[config.mk]
export PLATFORM = sky130hd
export DESIGN_NAME = rbnh_cordic
export DESIGN_NICKNAME = d
export VERILOG_FILES = /design/src/ray_box_nearest_hit_top_assert.svh /design/src/rbnh_pkg.sv /design/src/rbnh_cordic.sv
export SDC_FILE = /design/constraint.sdc
export NUM_CORES = 2
export LEC_CHECK = 0
export BUFFER_PORTS_ARGS = -buffer_cell sky130_fd_sc_hd__buf_2
export CAP_MARGIN = 20
export CELL_PAD_IN_SITES_DETAIL_PLACEMENT = 1
export CELL_PAD_IN_SITES_GLOBAL_PLACEMENT = 1
export CORE_MARGIN = 4
export CORE_UTILIZATION = 51
export CTS_CLUSTER_SIZE = 20
export DETAILED_ROUTE_END_ITERATION = 16
export PLACE_DENSITY = 0.85
export SLEW_MARGIN = 10
export SYNTH_ARGS = -nofsm -noshare
export SYNTH_HDL_FRONTEND = slang
export SYNTH_SLANG_ARGS = --single-unit
[constraint.sdc]
create_clock -name clk -period 6.85 [get_ports clk]
set_input_delay 1.0275 -clock clk [delete_from_list [all_inputs] [get_ports clk]]
set_output_delay 1.0275 -clock clk [all_outputs]
set_load 0.01 [all_outputs]
[src/ray_box_nearest_hit_top_assert.svh]
// Assertion helpers shared by the ray/box hit pipeline.
`ifndef RAY_BOX_NEAREST_HIT_TOP_ASSERT_SVH
`define RAY_BOX_NEAREST_HIT_TOP_ASSERT_SVH

// condition holds at every rising clock edge outside reset
`define RBNH_ASSERT(lbl, clk, rst_n, cond) \
	lbl: assert property (@(posedge clk) disable iff (!rst_n) (cond)) \
		else $error("rbnh assertion failed");

// consequent holds in the same cycle as the antecedent
`define RBNH_ASSERT_IMP(lbl, clk, rst_n, ante, cons) \
	lbl: assert property (@(posedge clk) disable iff (!rst_n) (ante) |-> (cons)) \
		else $error("rbnh implication failed");

`endif

[src/rbnh_pkg.sv]
package rbnh_pkg;

	// parameter defaults
	localparam int COORD_WIDTH_DEF  = 32;
	localparam int FRAC_BITS_DEF    = 16;
	localparam int CORDIC_STEPS_DEF = 16;

	// fixed widths
	localparam int ANGLE_W  = 16;
	localparam int DIR_W    = 16;
	localparam int DIR_MAX  = 32767;
	localparam int LIMIT_W  = 63;
	localparam int DIST_W   = 64;
	localparam int CORDIC_W = 33;

	// CORDIC gain-compensated start, Q2.30
	localparam logic signed [CORDIC_W-1:0] CORDIC_K = 33'sd652032874;
	localparam logic signed [CORDIC_W-1:0] QUARTER_TURN = 33'sh040000000;

	// atan(2^-i) in units of 2^32 per turn
	localparam logic [31:0] ATAN_TURNS [24] = '{
		32'd536870912, 32'd316933406, 32'd167458907, 32'd85004756,
		32'd42667331, 32'd21354465, 32'd10679838, 32'd5340245,
		32'd2670163, 32'd1335087, 32'd667544, 32'd333772,
		32'd166886, 32'd83443, 32'd41722, 32'd20861,
		32'd10430, 32'd5215, 32'd2608, 32'd1304,
		32'd652, 32'd326, 32'd163, 32'd81
	};

	// divider: 32 quotient bits, 4 per stage
	localparam int QUOT_W          = 32;
	localparam int REM_W           = 16;
	localparam int DIV_BITS_STAGE  = 4;
	localparam int DIV_STAGES      = QUOT_W / DIV_BITS_STAGE;

	// edge lane: product, compare, divide setup, divide, offset, square, sum
	localparam int EDGE_LAT   = 6 + DIV_STAGES;
	localparam int CORDIC_PAD = 2;

	// hit point width: origin plus offset
	function automatic int pt_width(input int w);
		return ((w + 2 > 34) ? w + 2 : 34) + 1;
	endfunction

	// 1e7 scaled to Q32.32 style, saturated
	function automatic logic [LIMIT_W-1:0] reset_limit(input int frac);
		logic [63:0] v;
		v = 64'd10000000;
		if (2 * frac <= 39) begin
			v = v << (2 * frac);
			return v[LIMIT_W-1:0];
		end
		return '1;
	endfunction

	// Q2.30 to Q1.15, round half up, symmetric clamp
	function automatic logic signed [DIR_W-1:0] sat_dir(input logic signed [CORDIC_W-1:0] v);
		logic signed [CORDIC_W:0] r;
		r = ((CORDIC_W+1)'(v) + (CORDIC_W+1)'(16384)) >>> 15;
		if (r > (CORDIC_W+1)'(DIR_MAX))
			return DIR_W'(DIR_MAX);
		if (r < -((CORDIC_W+1)'(DIR_MAX)))
			return -(DIR_W'(DIR_MAX));
		return DIR_W'(r);
	endfunction

endpackage

[src/rbnh_cordic.sv]
module rbnh_cordic #(
	parameter int STEPS = rbnh_pkg::CORDIC_STEPS_DEF,
	parameter int TAG_W = 8
) (
	input  logic                                    clk,
	input  logic                                    arst_n,
	input  logic                                    in_valid,
	input  logic [rbnh_pkg::ANGLE_W-1:0]            angle,
	input  logic [TAG_W-1:0]                        tag_in,
	output logic                                    out_valid,
	output logic signed [rbnh_pkg::DIR_W-1:0]       dir_x,
	output logic signed [rbnh_pkg::DIR_W-1:0]       dir_y,
	output logic [TAG_W-1:0]                        tag_out
);
	import rbnh_pkg::*;

	logic                       v_s [STEPS+1];
	logic signed [CORDIC_W-1:0] x_s [STEPS+1];
	logic signed [CORDIC_W-1:0] y_s [STEPS+1];
	logic signed [CORDIC_W-1:0] z_s [STEPS+1];
	logic [1:0]                 q_s [STEPS+1];
	logic [TAG_W-1:0]           t_s [STEPS+1];

	logic signed [CORDIC_W-1:0] z_c;
	logic [1:0]                 q_c;
	logic signed [DIR_W-1:0]    cc, ss;

	// quadrant split, residue folded into [-1/8, 1/8) turn
	always_comb begin
		z_c = signed'(CORDIC_W'({angle[13:0], 16'h0000}));
		q_c = angle[15:14];
		if (angle[13]) begin
			z_c = z_c - QUARTER_TURN;
			q_c = q_c + 2'd1;
		end
	end

	always_ff @(posedge clk or negedge arst_n) begin
		if (!arst_n) begin
			v_s[0] <= 1'b0;
		end else begin
			v_s[0] <= in_valid;
		end
	end

	always_ff @(posedge clk) begin
		x_s[0] <= CORDIC_K;
		y_s[0] <= '0;
		z_s[0] <= z_c;
		q_s[0] <= q_c;
		t_s[0] <= tag_in;
	end

	// one rotation per stage
	for (genvar k = 0; k < STEPS; k++) begin : g_step
		localparam logic signed [CORDIC_W-1:0] ATAN_K = CORDIC_W'(ATAN_TURNS[k]);

		always_ff @(posedge clk or negedge arst_n) begin
			if (!arst_n) begin
				v_s[k+1] <= 1'b0;
			end else begin
				v_s[k+1] <= v_s[k];
			end
		end

		always_ff @(posedge clk) begin
			if (z_s[k] >= 0) begin
				x_s[k+1] <= x_s[k] - (y_s[k] >>> k);
				y_s[k+1] <= y_s[k] + (x_s[k] >>> k);
				z_s[k+1] <= z_s[k] - ATAN_K;
			end else begin
				x_s[k+1] <= x_s[k] + (y_s[k] >>> k);
				y_s[k+1] <= y_s[k] - (x_s[k] >>> k);
				z_s[k+1] <= z_s[k] + ATAN_K;
			end
			q_s[k+1] <= q_s[k];
			t_s[k+1] <= t_s[k];
		end
	end

	assign cc = sat_dir(x_s[STEPS]);
	assign ss = sat_dir(y_s[STEPS]);

	always_ff @(posedge clk or negedge arst_n) begin
		if (!arst_n) begin
			out_valid <= 1'b0;
		end else begin
			out_valid <= v_s[STEPS];
		end
	end

	// quadrant rotation
	always_ff @(posedge clk) begin
		unique case (q_s[STEPS])
			2'd0: begin
				dir_x <= cc;
				dir_y <= ss;
			end
			2'd1: begin
				dir_x <= -ss;
				dir_y <= cc;
			end
			2'd2: begin
				dir_x <= -cc;
				dir_y <= -ss;
			end
			default: begin
				dir_x <= ss;
				dir_y <= -cc;
			end
		endcase
		tag_out <= t_s[STEPS];
	end

endmodule

==> metrics <==
overall die height=between 400 and 500 um; fraction of synthesis flops using an asynchronous set or reset pin=0.0112; Clock Root Buffer=clkbuf_16; total die area=about 0.22 mm^2; synthesized instance count=between 10000 and 15000; number of buffers created by CTS=between 150 and 200; portion of netlist area occupied by mux cells=0.00817; final hold viol count=0; number of gates resized after CTS=0; crit path max fanout=5; number of cells on the worst reg-to-reg path=19; routability cong.=0.934; standard cell with the maximum stage delay on the critical path=or4_1; die boundary width=467 um; netlist area before placement=approximately 0.11 mm^2; # fillers=between 20000 and 25000; xor-xnor portion of the synthesized cell area=0.145; DP HPWL=around 250000 um; Skew-Pair Late Insertion Delay=0.86 ns; DR iter-0 viols=between 4000 and 5000; clock sink count=1601; largest net degree at the start of global routing=just under 60; period utilization=0.831; number of input and output port buffers inserted=67; wire length of the first global-routing pass=about 520000 um; CTS clock-pin slew for the worst setup and hold paths=0.07 ns; vias in the first global route=97800; via count=92000; register area=~0.032 mm^2; multi-input combinational cell area=0.0728 mm^2; share of synthesized cell area in and, or, nand and nor gates=0.146; maximum clock frequency=approximately 180 MHz; Post-CTS Setup Repair Bufs=0; compound-gate portion of the synthesized area=0.216; Avg WL per Cell=between 20 and 25 um; effective utilization at floorplan=0.513; worst path required time=~7.6 ns; share of final-layout standard cells stronger than drive strength 1=0.0500; TritonRoute pass-1 iters=6; number of routed nets with antenna violations=0; net count after synthesis=between 10000 and 15000; Overall Global Routing Usage=0.289; number of synthesis warnings=0; crit path DAT=6.41 ns; clock tree skew after final layout=0.0416 ns; Critical R2R Capture=y_s[6][31]; number of max-cap violations=0; number of cell rows=~170; sequential area share after synthesis=0.299; Yosys reg bits=about 1600; category of the worst setup path capture point=flip-flop; reg-to-reg critical path startpoint=x_s[5][11]; CTS HTree Levels=4; remaining routing DRC violations=0; most common flop cell mapped by yosys=dfxtp_1; transition at the pin with the smallest max-transition slack=1.16 ns; count of final max-slew check failures=0; type of the worst min-delay path=input pin to async pin; TritonCTS clock tree=yes; worst setup path class=flip-flop to flip-flop; buffer depth of the longest clock path=3; I/O pin count=68; biggest cell delay along the critical path=around 0.58 ns; relative area change from synthesis to final layout=9.19%; post-route minimum period=5.69 ns; combinational family with the most area after synthesis=compound AO/OA/AOI/OAI gates; outcome=completed; Total Wirelength=between 300000 and 400000 um; grt total ovfl=0; CTS hold repair buffers=0; vias per std cell=between 6 and 7; Register-to-Register Setup Slack=between 1 and 1.5 ns; count of flip-flops with a built-in enable after synthesis=0; post-synthesis adder-cell area fraction=0.163; mean instance size in the synthesized netlist=8.78 um^2; setup repair after global routing missed its margin=false; nature of the critical path startpoint=flip-flop; setup TNS after final layout=0 ns; cell-by-cell listing of the critical path=or4_4 > or3_1 > or3_1 > or3_1 > or4_4 > o21ai_0 > xnor2_1 > ha_1 > nand3_1 > nor2_1 > nand4_1 > nor2_1 > a41oi_1 > and4_1 > or4_1 > a311oi_1 > o21a_1 > nor2_1 > xnor2_1; relative slew slack=0.220; Worst Hold Margin=0.112 ns; number of antenna violations at the first check in global routing=4; Cell variety after synth=approximately 110; Final setup viols=0; Final nets=13800; Core Footprint=between 0.2 and 0.25 mm^2
==> placed cells by master (no fill, tap or decap), types with 274 or more instances in the layout <==
cell type  synthesis  routed
dfxtp_1         1583    1569
ha_1            1339    1339
xnor2_1         1200    1200
a21oi_1          939     939
nor2_1           917     917
o21ai_0          767     767
nand2_1          686     686
xor2_1           577     577
inv_1            463     463
a21o_1           457     457
nor3_1           274     274
==> state kept, by name, indices dropped and copies added, names as in the netlist <==
signal / flops
dir_y: 16
q_s: 34
x_s: 457
out_valid: 1
y_s: 481
t_s: 136
dir_x: 16
tag_out: 8
v_s: 17
z_s: 435
==> cell type report <==
type	instances	area share
Timing Repair Buffer	116	0.00632
Antenna cell	3	0.0000640
Multi-Input combinational cell	9992	0.621
Clock buffer	245	0.0435
Sequential cell	1601	0.274
Clock inverter	87	0.0100
Tap cell	2805	0.0299
Inverter	471	0.0151
==> logic make-up (layout without fill, tap and decap cells) <==
family / count (synthesis) / count (layout)
mux: 73 / 73
flops: 1601 / 1601
simple gates: 3184 / 3184
fa+ha+maj: 1376 / 1376
other cells: 0 / 3
xor+xnor: 1779 / 1779
buf+inv: 647 / 919
compound gates: 3580 / 3580
==> worst max-delay path: cells and delay by family (launching register included) <==
family / cells / cell delay [ns]
AO/OA/AOI/OAI: 4 / 0.85
flip-flops: 1 / 0.36
AND/OR/NAND/NOR: 12 / 3.75
XOR/XNOR: 2 / 0.23
adder cells (fa/ha/maj): 1 / 0.38
==> Yosys cell counts (all sizes together), types with 18 or more instances <==
library cell  instances  area share
a211o                25      0.0020
dfrtp                18      0.0042
ha                 1339        0.16
inv                 466       0.016
a31o                 28      0.0023
a41oi                34      0.0028
a221oi               23      0.0019
dfxtp              1583        0.30
o21a                223       0.016
a2111oi              32      0.0027
nand2               686       0.024
o41ai               102      0.0085
xnor2              1201       0.098
and4                 27      0.0023
a211oi               96      0.0068
o22ai                33      0.0019
nor2b               187       0.011
nor2                920       0.032
and2                 52      0.0030
clkbuf              146      0.0051
o31a                 28      0.0023
buf                  30      0.0013
mux2i                58      0.0054
or2                  84      0.0049
and3                 78      0.0045
a21o                457       0.032
o31ai               212       0.015
o311ai               25      0.0022
nor4                 65      0.0039
nand2b              207       0.012
o21ai               776       0.036
nand3               244       0.011
fa                   37      0.0069
nand4                68      0.0040
nor3                276       0.013
a21boi               36      0.0025
o211ai               48      0.0034
xor2                578       0.047
or4                 106      0.0077
or3                 134      0.0079
a21oi               940       0.044
a31oi               112      0.0065
o21bai              192       0.013
o2111ai              26      0.0021
==> how the worst max path moves through the flow <==
stage,from,to,slack (ns),depth (start not counted)
6_report,x_s[5][11],y_s[6][31],1.16,19
5_1_grt,x_s[5][11],y_s[6][31],0.77,19
4_1_cts,x_s[5][11],y_s[6][31],1.17,19
3_5_place_dp,x_s[5][11],y_s[6][31],1.26,19
3_3_place_gp,x_s[5][12],y_s[6][31],1.18,19
2_1_floorplan,x_s[5][12],y_s[6][31],1.85,19
==> layer usage <==
metal / track usage / share of wire / wire length, um
met5: 0 / 0 / 0
met4: 0.0916 / 0.031 / 10200
met3: 0.0336 / 0.037 / 12100
met2: 0.534 / 0.51 / 164000
met1: 0.345 / 0.42 / 137000
==> metrics by stage <==
stage	setup slack [ns]	util	instances	area, um^2
6_report	1.16	0.560	15300	117000
5_1_grt	0.772	0.560	15300	117000
2_1_floorplan	1.85	-	12200	107000
4_1_cts	1.17	0.559	15300	117000
3_3_place_gp	1.18	0.529	15000	111000
3_5_place_dp	1.26	0.529	15000	111000
Power is left out: the tool's default activity adds up to more than one toggle a clock period on the data nets, which glitch-free logic cannot reach.
